`config.mk`:
```
export PLATFORM = sky130hd
export DESIGN_NAME = bkct_ctrl
export DESIGN_NICKNAME = d
export VERILOG_FILES = /design/src/sv/bounded_knapsack_count_table_core_defines.svh /design/src/sv/bkct_pkg.sv /design/src/sv/bkct_ctrl.sv
export SDC_FILE = /design/constraint.sdc
export NUM_CORES = 1
export LEC_CHECK = 0
export BUFFER_PORTS_ARGS = -buffer_cell sky130_fd_sc_hd__buf_2
export CAP_MARGIN = 10
export CORE_MARGIN = 1.5
export CORE_UTILIZATION = 30
export CTS_CLUSTER_DIAMETER = 150
export DETAILED_ROUTE_END_ITERATION = 8
export HOLD_SLACK_MARGIN = 0.06
export SLEW_MARGIN = 0
export SYNTH_ARGS = -nofsm -noshare
export SYNTH_HDL_FRONTEND = slang
export SYNTH_SLANG_ARGS = --single-unit
```
`constraint.sdc`:
```
create_clock -name clk -period 4.25 [get_ports clk]
set_input_delay 0.425 -clock clk [delete_from_list [all_inputs] [get_ports clk]]
set_output_delay 0.425 -clock clk [all_outputs]
set_load 0.01 [all_outputs]
```
`src/sv/bounded_knapsack_count_table_core_defines.svh`:
```
// ---------------------------------------------------------------------------
// Assertion macros for the bounded knapsack count table core
// Immediate-cycle and next-cycle implication checks, removable at build time.
// ---------------------------------------------------------------------------
`ifndef BOUNDED_KNAPSACK_COUNT_TABLE_CORE_DEFINES_SVH
`define BOUNDED_KNAPSACK_COUNT_TABLE_CORE_DEFINES_SVH

`ifndef NO_ASSERTIONS
// same-cycle implication
`define BKCT_ASSERT_NOW(label, clk, rst_n, ante, cons) \
	label: assert property (@(posedge clk) disable iff (!rst_n) (ante) |-> (cons)) \
		else $error("bkct assertion failed");
// next-cycle implication
`define BKCT_ASSERT_NXT(label, clk, rst_n, ante, cons) \
	label: assert property (@(posedge clk) disable iff (!rst_n) (ante) |=> (cons)) \
		else $error("bkct assertion failed");
`else
`define BKCT_ASSERT_NOW(label, clk, rst_n, ante, cons)
`define BKCT_ASSERT_NXT(label, clk, rst_n, ante, cons)
`endif

`endif

```
`src/sv/bkct_pkg.sv`:
```
`timescale 1ns / 1ps
// ---------------------------------------------------------------------------
// bkct_pkg
// Shared constants, request codes, controller states and control structs.
// ---------------------------------------------------------------------------
package bkct_pkg;

	localparam int HALF_RANGE_DEF = 512;
	localparam int MAX_WEIGHT_DEF = 32;
	localparam int VALUE_BITS_DEF = 20;
	localparam int OUT_BITS       = 20;
	localparam int COUNT_BITS     = 12;
	localparam int WEIGHT_BITS    = 7;
	localparam int OFFSET_BITS    = 11;

	typedef enum logic [1:0] {
		REQ_APPLY = 2'd0,
		REQ_READ  = 2'd1,
		REQ_CLEAR = 2'd2
	} req_t;

	typedef enum logic [3:0] {
		ST_CLEAR,
		ST_IDLE,
		ST_RD_ISSUE,
		ST_RD_DONE,
		ST_LOAD,
		ST_HEAD,
		ST_HWAIT,
		ST_TAIL,
		ST_TWAIT,
		ST_COMMIT
	} state_t;

	typedef struct packed {
		logic clr_step;
		logic apply_start;
		logic head_pop;
		logic tail_pop;
		logic commit;
		logic rd_start;
		logic out_load;
	} cmd_t;

	typedef struct packed {
		logic clr_done;
		logic apply_noop;
		logic head_expire;
		logic entry_valid;
		logic tail_drop;
		logic class_end;
		logic out_busy;
	} stat_t;

endpackage

```
`src/sv/bkct_ctrl.sv`:
```
`timescale 1ns / 1ps
// ---------------------------------------------------------------------------
// bkct_ctrl
// Sequencer: clear sweep, read access, and per-entry window queue steps.
// ---------------------------------------------------------------------------
module bkct_ctrl (
	input  logic           clk,
	input  logic           arst_n,
	input  logic           in_valid,
	input  logic [1:0]     req_type,
	input  bkct_pkg::stat_t stat,
	output logic           in_ready,
	output bkct_pkg::cmd_t cmd
);
	import bkct_pkg::*;

	state_t state_q, state_nxt;
	logic   accept;

	assign accept = in_valid && (state_q == ST_IDLE);

	always_ff @(posedge clk or negedge arst_n) begin
		if (!arst_n) begin
			state_q <= ST_CLEAR;
		end else begin
			state_q <= state_nxt;
		end
	end

	always_comb begin
		state_nxt = state_q;
		case (state_q)
			ST_CLEAR: begin
				if (stat.clr_done) state_nxt = ST_IDLE;
			end
			ST_IDLE: begin
				if (accept) begin
					case (req_type)
						REQ_APPLY: state_nxt = stat.apply_noop ? ST_IDLE : ST_LOAD;
						REQ_READ:  state_nxt = ST_RD_ISSUE;
						REQ_CLEAR: state_nxt = ST_CLEAR;
						default:   state_nxt = ST_IDLE;
					endcase
				end
			end
			ST_RD_ISSUE: state_nxt = ST_RD_DONE;
			ST_RD_DONE: begin
				if (!stat.out_busy) state_nxt = ST_IDLE;
			end
			ST_LOAD: state_nxt = ST_HEAD;
			ST_HEAD: begin
				if (stat.head_expire)      state_nxt = ST_HWAIT;
				else if (stat.entry_valid) state_nxt = ST_TAIL;
				else                       state_nxt = ST_COMMIT;
			end
			ST_HWAIT: state_nxt = ST_HEAD;
			ST_TAIL: begin
				state_nxt = stat.tail_drop ? ST_TWAIT : ST_COMMIT;
			end
			ST_TWAIT: state_nxt = ST_TAIL;
			ST_COMMIT: begin
				state_nxt = stat.class_end ? ST_IDLE : ST_LOAD;
			end
			default: state_nxt = ST_IDLE;
		endcase
	end

	always_comb begin
		cmd      = '0;
		in_ready = 1'b0;
		case (state_q)
			ST_CLEAR: cmd.clr_step = 1'b1;
			ST_IDLE: begin
				in_ready = 1'b1;
				if (accept) begin
					cmd.apply_start = (req_type == REQ_APPLY) && !stat.apply_noop;
					cmd.rd_start    = (req_type == REQ_READ);
				end
			end
			ST_RD_DONE: cmd.out_load = !stat.out_busy;
			ST_HEAD:    cmd.head_pop = stat.head_expire;
			ST_TAIL:    cmd.tail_pop = stat.tail_drop;
			ST_COMMIT:  cmd.commit   = 1'b1;
			default: begin
				cmd      = '0;
				in_ready = 1'b0;
			end
		endcase
	end

endmodule

```
; ---- Yosys cells after proc, flatten, opt, wreduce, memory -nomap -nowiden
; Index checks and enable logic that the tools add are counted.
[totals]
in_bits = 12
ff_bits = 4
out_inout_bits = 8
[classes]
n_mux = 20
reduce_logical = 8
n_eq_ne = 14
[ops]
columns = operator, n
row1 = $pmux 4 s9, 1
row2 = $mux 4, 5
row3 = $eq 4x3->1 const B, 4
row4 = $mux 1, 11
row5 = $pmux 3 s3, 1
row6 = $eq 4x2->1 const B, 2
row7 = $eq 4x4->1 const B, 2
row8 = $mux 3, 2
row9 = $ne 2x2->1 const B, 3
row10 = $eq 4x1->1 const B, 1
row11 = $logic_not 4->1, 1
row12 = $reduce_and 3->1, 1
row13 = $eq 2x1->1 const B, 1
row14 = $eq 2x2->1 const B, 1
row15 = $logic_and 1x1->1, 2
row16 = $logic_not 1->1, 2
row17 = $logic_not 2->1, 1
row18 = $reduce_or 2->1, 1

; ---- Longest topological paths before layout
; Gate-level depths: netlist of run 1.
[logic_depth]
word_depth = 4
mapped_depth = 5

; ---- Worst setup path after synthesis of run 1
; No wires, ideal clock.
[synth_path]
kind = reg2out
startpoint = register state_q[2]
endpoint = output port cmd[5] (netlist bit)
slack_ns = 2.557
path_stages_with_launch = 4
t_required_ns = 3.825
t_arrival_ns = 1.268
path_cell_list = dfrtp_1 > or4b_4 > nor4_2 > and2_1
[synth_rtl]
columns = item, line
row1 = "start, declared", bkct_ctrl.sv:17  ; state_t state_q, state_nxt;
row2 = "start signal, assigned", bkct_ctrl.sv:26  ; state_q <= state_nxt;
row3 = "end, declared", bkct_ctrl.sv:13  ; output bkct_pkg::cmd_t cmd

==> results of run 1 <==
-- stage by stage --
step           instances  setup slack, ps
6_report              83             2020
4_1_cts               83             2010
3_3_place_gp          79             2290
2_1_floorplan         50             2560
5_1_grt               83             1940
3_5_place_dp          79             2280
-- cell usage after synthesis (all sizes together) --
master	number
or4b	2
nor2	3
o21bai	1
o32ai	2
o31a	1
nor3	3
nor2b	2
a211o	1
o32a	1
nor4	3
nand2b	2
o2bb2ai	1
a21oi	5
clkbuf	1
o21ai	1
nand3	2
buf	3
and3	1
a311oi	1
dfrtp	4
and2	1
xnor2	1
nand2	3
inv	3
nand3b	2
-- cell type report --
cell class | instances | area share [%]
multi-input cells | 39 | 50.4
repair buffers | 20 | 20.3
flip-flops and latches | 4 | 19.4
clock buffers | 3 | 4.36
well taps | 14 | 3.39
inverters | 3 | 2.18
-- worst paths after layout --
| path | from | endpoint |
|---|---|---|
| worst max-delay path | state_q[2] | cmd[5] |
| max in group asynchronous | arst_n | state_q[1] |
| min in group asynchronous | arst_n | state_q[0] |
| worst max register to register | state_q[2] | state_q[0] |
| worst min-delay path | stat[1] | state_q[2] |
| worst min register to register | state_q[2] | state_q[3] |
-- critical path, stage by stage, from the launching register on --
cell     delay [ps]
dfrtp_1         480
or4b_4          610
nor4_2          190
and2_1          160
buf_2           130
-- cell families (layout without fill, tap and decap cells) --
family                    count (synthesis)  count (layout)  synth area share [%]
DFF                                       4               4                  25.2
xor gates and xnor gates                  1               1                  2.21
and+or+nand+nor                          24              24                  38.2
buffers and inverters                     7              26                  9.15
AOI/OAI and AO/OA                        14              14                  25.2
-- timing repair --
action	CTS	global route
hold buffers	1	0
buffers inserted	0	0
endpoints found under the hold margin	4	0
-- per-layer routing --
metal	part of all wire, %	up-vias	global-route usage [%]
met5	0	-	0
met4	0	0	2.59
met3	6.6	0	6.82
met2	42	16	19.6
met1	52	196	21.5
li1	-	226	-
-- report_power, final --
part	internal, W	leakage, nW	switching, W
registers	0.0000486	0.0522	0.0000342
logic	0.0000688	0.175	0.0000701
clock network	0.0000314	0.0138	0.0000136
==> run_results.csv, run 1 <==
group,metric,value,unit
status,status,"complete, no violations",
global_routing,grt_start_max_net_pins,14,
drt,ant_nets,0,
synthesis,synth-seq-cells,4,
synthesis,syn-mean-instance-area,7.93,um2
finish,regArea,100,um2
drt,drcViolationCount,0,
floorplan,start_util,33.9,%
drt,via_per_inst,5.28,
power,p_leak,0.241,nW
synthesis,yosysTopAreaCellShare,25.2,%
finish,utilization,44.1,%
clock_network,clk_pin_slew,40,ps
clock_network,cts_made_buffers,3,
critical_path,cp_data_arrival_time,1800,ps
global_routing,grt_pass1_vias,367,
finish,largest_register,"state_q",
global_routing,grt_pass1_wl,1.52,mm
timing,hold_slack,490,ps
timing,period_share,52.4,%
placement,dpl_cell_area,484,um2
drt,first_pass_iters,4,
floorplan,die_area,1550,um2
finish,final_area,517,um2
clock_network,root_buffer,"clkbuf_4",
synthesis,synth_nets,62,
power,ir_worst_vdd,351,uV
finish,largest_reg_flops,4,
critical_path,crit_path_end_kind,"primary output",
placement,gp_congestion,0.719,
critical_path,cp-start-kind,"register",
global_routing,antenna_found_initial,0,
critical_path,rrSetupSlack,2650,ps
drt,finalWirelength,986,um
critical_path,path_max_fanout,12,
timing,min_period,2230,ps
synthesis,netlist_area,397,um2
clock_network,cts_tree,"yes",
finish,final_common_cell,"buf_2",
placement,dp.final_hpwl,757,um
timing,rsz0062_at_grt,"false",
drt,vias,438,
critical_path,path_class,"register to primary output",
timing,final-setup-viol-count,0,
clock_network,cts.path.max_buffers,2,
finish,area_delta_synth_final,30.3,%
timing,final-max-slew-violation-count,0,
worst_hold_path,worst_hold_path_type,"primary input to register",
floorplan,rows,12,
clock_network,ctsResizeCount,0,
placement,portBuffers,19,
floorplan,ios,20,
clock_network,cts.sinks,4,
finish,multiInputGateArea,260,um2
global_routing,grt-ovfl-total,0,
power,cellPowerDensity,516,nW/um2
clock_network,htreeDepth,1,
critical_path,reg2reg_depth,4,
finish,layout-drive-gt1-share,36.2,%
finish,antenna_cells,0,
floorplan,die_h,39.4,um
finish,final_cell_mix,"19 x buf_2, 5 x a21oi_1, 4 x dfrtp_1",
timing,skew,3.54,ps
global_routing,track_usage,14.8,%
floorplan,die_w,39.4,um
finish,n_fill_cell,132,
synthesis,synth.top_cells.by_area,"dfrtp_1 25%, a21oi_1 6.3%, o32ai_1 4.4%, nor3_1 3.8%, nand3b_1 3.8%",
synthesis,netlist_instances,50,
synthesis,synth_cell_types,29,
drt,wl_per_cell,11.9,um
clock_network,clock_latency,230,ps
timing,max_slew_margin,72.1,%
power,finalPower,0.000267,W
critical_path,cp.required,3830,ps
flow_run,cap_violations,0,
timing,hold_viol,0,
synthesis,yosysTopAreaCell,"dfrtp_1",
synthesis,ys_seq_area_share,25.2,%
worst_hold_path,min_path_cells,3,
finish,fin_nets,83,
synthesis,synth-warning-count,0,
timing,setup_tns,0,ps
timing,worst_pin_slew,418,ps
timing,max_freq,0.449,GHz
finish,reg_top3,"state_q x4",
floorplan,core_area,1170,um2
drt,dr.first_iter.drc_count,10,
No activity file was read; power rests on OpenSTA's default activity.
==> run 2: changes to the inputs <==
==> constraint.sdc (replaced) <==
create_clock -name clk -period 2.2 [get_ports clk]
set_input_delay 0.22 -clock clk [delete_from_list [all_inputs] [get_ports clk]]
set_output_delay 0.22 -clock clk [all_outputs]
set_load 0.01 [all_outputs]
==> run 2 against run 1 <==
Compared with the run above: sequential power grew 39%; critical path depth is the same; combinational power grew 150%; core utilization grew 1.3 points; register-to-register slack lost 2100 ps; total power grew 110%; hold slack lost 190 ps; first-iteration DRC count shrank 50%; flip-flop and latch count is the same; clock skew grew 0.99 ps; critical endpoint unchanged; highest routed layer unchanged.
==> run_results.csv, run 2 (synthesized netlist as in run 1, its figures left out) <==
group,metric,value,unit
finish,final_common_cell,"buf_2",
floorplan,start_util,33.9,%
timing,worst_pin_slew,354,ps
critical_path,r2r-start,"state_q[2]",
finish,largest_reg_flops,4,
timing,max_freq,0.490,GHz
power,ir_worst_vdd,519,uV
clock_network,cts_tree,"yes",
power,p_leak,0.251,nW
drt,drcViolationCount,0,
critical_path,reg2reg_depth,4,
timing,hold_viol,0,
finish,final_cell_mix,"19 x buf_2, 5 x a21oi_1, 4 x dfrtp_1",
finish,layout-drive-gt1-share,38.0,%
critical_path,crit_path_end_kind,"primary output",
finish,reg_top3,"state_q x4",
global_routing,grt-ovfl-total,0,
worst_hold_path,holdPathEnd,"state_q[2]",
status,status,"complete, no violations",
power,cellPowerDensity,1040,nW/um2
critical_path,path_class,"register to primary output",
worst_hold_path,min_path_cells,3,
timing,rsz0062_at_grt,"false",
clock_network,cts.path.max_buffers,2,
finish,multiInputGateArea,260,um2
drt,first_pass_iters,4,
placement,gp_congestion,0.708,
drt,dr.first_iter.drc_count,5,
critical_path,cp.required,1980,ps
critical_path,cp_data_arrival_time,1820,ps
global_routing,grt_pass1_vias,420,
finish,antenna_cells,0,
worst_hold_path,worst_hold_startpoint,"stat[1]",
finish,n_fill_cell,120,
clock_network,clock_latency,240,ps
clock_network,htreeDepth,1,
timing,setup_tns,0,ps
critical_path,r2r-end,"state_q[0]",
timing,min_period,2040,ps
floorplan,rows,12,
placement,dp.final_hpwl,825,um
global_routing,track_usage,17.3,%
timing,final-setup-viol-count,0,
finish,largest_register,"state_q",
drt,ant_nets,0,
global_routing,antenna_found_initial,0,
global_routing,grt_start_max_net_pins,13,
placement,portBuffers,19,
clock_network,root_buffer,"clkbuf_4",
drt,via_per_inst,5.29,
clock_network,clk_pin_slew,40,ps
timing,max_slew_margin,76.4,%
flow_run,cap_violations,0,
floorplan,ios,20,
critical_path,path_max_fanout,12,
clock_network,ctsResizeCount,0,
clock_network,cts.sinks,4,
clock_network,cts_made_buffers,3,
finish,fin_nets,85,
finish,area_delta_synth_final,34.1,%
finish,regArea,100,um2
timing,period_share,92.7,%
drt,finalWirelength,1.10,mm
worst_hold_path,worst_hold_path_type,"primary input to register",
global_routing,grt_pass1_wl,1.79,mm
floorplan,die_area,1550,um2
floorplan,die_w,39.4,um
power,finalPower,0.000554,W
floorplan,die_h,39.4,um
drt,wl_per_cell,12.9,um
timing,final-max-slew-violation-count,0,
drt,vias,450,
floorplan,core_area,1170,um2
timing,skew,4.54,ps
critical_path,cp-start-kind,"register",
critical_path,rrSetupSlack,600,ps
## run 2: layout make-up
class,instances,share of cell area [%]
clock buffer,3,4.24
tap,14,3.29
timing repair buffer,22,22.6
sequential,4,18.8
multi-input combinational,39,48.9
inverter,3,2.12
## run 2: power by group
group	internal, W	leakage, nW	switching, W	total [W]
registers	0.0000945	0.0522	0.0000207	0.000115
logic	0.000154	0.185	0.000191	0.000345
clock network	0.0000612	0.0138	0.0000324	0.0000936
total	0.000310	0.251	0.000244	0.000554
## run 2: worst max-delay path, cell delays in order (launching register included)
cell,delay [ps]
dfrtp_1,490
or4b_4,610
nor4_2,200
and2_1,160
buf_2,120
## run 2: worst max path at each step
stage                     from     end  slack [ps]  cells after the start
floorplan           state_q[2]  cmd[5]         710                      3
global placement    state_q[2]  cmd[5]         490                      4
detailed placement  state_q[2]  cmd[5]         440                      4
CTS                 state_q[2]  cmd[5]         160                      4
global route        state_q[2]  cmd[5]         110                      4
finish              state_q[2]  cmd[5]         160                      4
## run 2: stage by stage
step / util, % / setup slack [ps] / cell area [um2] / hold slack (ps) / std cells
detailed placement: 42.6 / 435 / 499 / 29.4 / 81
global placement: 42.6 / 487 / 499 / 28.0 / 81
floorplan: - / 712 / 397 / -75.6 / 50
CTS: 45.4 / 163 / 532 / 285 / 85
global route: 45.4 / 114 / 532 / 312 / 85
finish: 45.4 / 161 / 532 / 299 / 85
## run 2: repair_timing
item / 4_1_cts / 5_1_grt
setup buffers: 0 / 0
hold endpoints to repair: 4 / 0
hold buffers: 1 / 0
## run 2: routing by layer
metal  routed length [um]  track usage [%]
met1                  496             23.3
met2                  546             25.8
met3                   57             1.70
met4                    0             11.2
met5                    0                0
==> run 3: changes to the inputs <==
--- a/config.mk
+++ b/config.mk
@@ -7,10 +7,10 @@
 export LEC_CHECK = 0
 export BUFFER_PORTS_ARGS = -buffer_cell sky130_fd_sc_hd__buf_2
 export CAP_MARGIN = 10
-export CORE_MARGIN = 1.5
-export CORE_UTILIZATION = 30
+export CORE_AREA = 2 2 39 41
 export CTS_CLUSTER_DIAMETER = 150
 export DETAILED_ROUTE_END_ITERATION = 8
+export DIE_AREA = 0 0 41 43
 export HOLD_SLACK_MARGIN = 0.06
 export SLEW_MARGIN = 0
 export SYNTH_ARGS = -nofsm -noshare
==> run 3 against run 2 <==
Compared with the run above: non-clock buffer count unchanged; global-route usage shrank 2.8 points; first-iteration DRC count is 60% higher; setup slack improved by 23 ps; via count grew 2.7%; clock power shrank 3.8%; total power fell by 1.9%.
==> run_results.csv, run 3 (synthesized netlist as in run 1, its figures left out) <==
group,metric,value,unit
critical_path,cp.required,1980,ps
drt,via_per_inst,5.31,
power,finalPower,0.000543,W
timing,rsz0062_at_grt,"false",
power,p_sw_share,43.1,%
finish,n_fill_cell,150,
timing,max_slew_margin,76.8,%
power,p_seq_share,21.2,%
clock_network,cts_tree,"yes",
floorplan,die_area,1760,um2
critical_path,path_class,"register to primary output",
power,ir_worst_vdd,491,uV
drt,finalWirelength,1.07,mm
placement,post-place-ws,441,ps
critical_path,crit_path_end_kind,"primary output",
power,cellPowerDensity,1020,nW/um2
power,power.switching,0.000234,W
power,pwr-share-clk,16.6,%
floorplan,ios,20,
flow_run,cap_violations,0,
clock_network,cts.path.max_buffers,2,
finish,utilization,38.6,%
critical_path,path_max_fanout,12,
clock_network,cts.sinks,4,
timing,min_period,2020,ps
global_routing,track_usage,14.5,%
finish,area_delta_synth_final,34.7,%
global_routing,use_met1,17.9,%
finish,reg_top3,"state_q x4",
global_routing,grt_pass1_wl,1.75,mm
timing,worst_slack,184,ps
finish,largest_register,"state_q",
drt,drcViolationCount,0,
placement,gp_congestion,0.735,
power,p_int,0.000309,W
critical_path,cp_data_arrival_time,1800,ps
clock_network,htreeDepth,1,
finish,layout-drive-gt1-share,38.0,%
finish,fin_nets,85,
clock_network,clock_latency,230,ps
timing,final-setup-viol-count,0,
floorplan,rows,14,
global_routing,antenna_found_initial,0,
finish,final_common_cell,"buf_2",
global_routing,grt_start_max_net_pins,13,
global_routing,top_usage_layer,"met2",
clock_network,cts_made_buffers,3,
clock_network,post-cts-setup-buffers,0,
finish,antenna_cells,0,
floorplan,die_h,43,um
floorplan,core_area,1380,um2
timing,skew,2.73,ps
clock_network,root_buffer,"clkbuf_4",
critical_path,cp-start-kind,"register",
drt,dr.first_iter.drc_count,8,
placement,portBuffers,19,
floorplan,start_util,28.7,%
timing,hold_viol,0,
timing,final-max-slew-violation-count,0,
worst_hold_path,worst_hold_path_type,"primary input to register",
global_routing,met3_usage,0,%
clock_network,clk_pin_slew,40,ps
placement,dp.final_hpwl,827,um
global_routing,grt-ovfl-total,0,
status,status,"complete, no violations",
timing,setup_tns,0,ps
finish,final_cell_mix,"19 x buf_2, 5 x a21oi_1, 4 x dfrtp_1",
timing,worst_pin_slew,348,ps
global_routing,grt_pass1_vias,457,
drt,first_pass_iters,4,
drt,ant_nets,0,
floorplan,die_w,41,um
drt,wl_per_cell,12.3,um
timing,max_freq,0.496,GHz
drt,vias,462,
finish,largest_reg_flops,4,
power,combPwrFrac,62.2,%
power,p_leak,0.251,nW
timing,period_share,91.6,%
global_routing,use_met2,23.1,%
[run 3: final cells by class]
| type | count | area, um2 | area share [%] |
|---|---|---|---|
| flip-flops and latches | 4 | 100 | 18.7 |
| repair buffers | 22 | 120 | 22.5 |
| clock buffers | 3 | 22.5 | 4.22 |
| inverters | 3 | 11.3 | 2.11 |
| well taps | 16 | 20.0 | 3.75 |
| multi-input cells | 39 | 260 | 48.7 |
[run 3: final timing paths]
check                                 from          to  slack (ps)  depth (start not counted)
worst max-delay path            state_q[2]      cmd[5]         180                          4
worst min-delay path               stat[1]  state_q[2]         310                          3
worst max register to register  state_q[2]  state_q[2]         570                          4
worst min register to register  state_q[1]  state_q[2]         760                          3
max in group asynchronous           arst_n  state_q[3]        1760                          2
min in group asynchronous           arst_n  state_q[2]         320                          2
[run 3: critical path: stages (launching register included)]
cell and delay (ps):
dfrtp_1 490, or4b_4 610, nor4_2 190, and2_1 150, buf_2 120
[run 3: metrics by stage]
| stage | instance area, um2 | cells | hold slack, ps |
|---|---|---|---|
| floorplan | 397 | 50 | -75.6 |
| global placement | 502 | 83 | 26.2 |
| CTS | 534 | 87 | 297 |
| global route | 534 | 87 | 326 |
| finish | 534 | 87 | 310 |
| detailed placement | 502 | 83 | 30.3 |
[run 3: power groups by stage]
stage                     Sequential (W)  Combinational (W)  Clock (W)
after global placement          0.000115           0.000341          0
after global routing            0.000119           0.000381   0.000100
final                           0.000115           0.000338  0.0000900
after CTS                       0.000115           0.000340  0.0000961
after floorplan                 0.000107           0.000252          0
after detailed placement        0.000116           0.000338          0
[run 3: what timing repair did]
action                                 CTS  global route
endpoints found under the hold margin    4             0
hold buffers                             1             0
gates resized for setup                  0             0
[run 3: metal layers]
layer / vias up / part of all wire [%]
met5: - / 0
met4: 0 / 0
met3: 0 / 5.4
met2: 13 / 53
met1: 217 / 42
li1: 232 / -
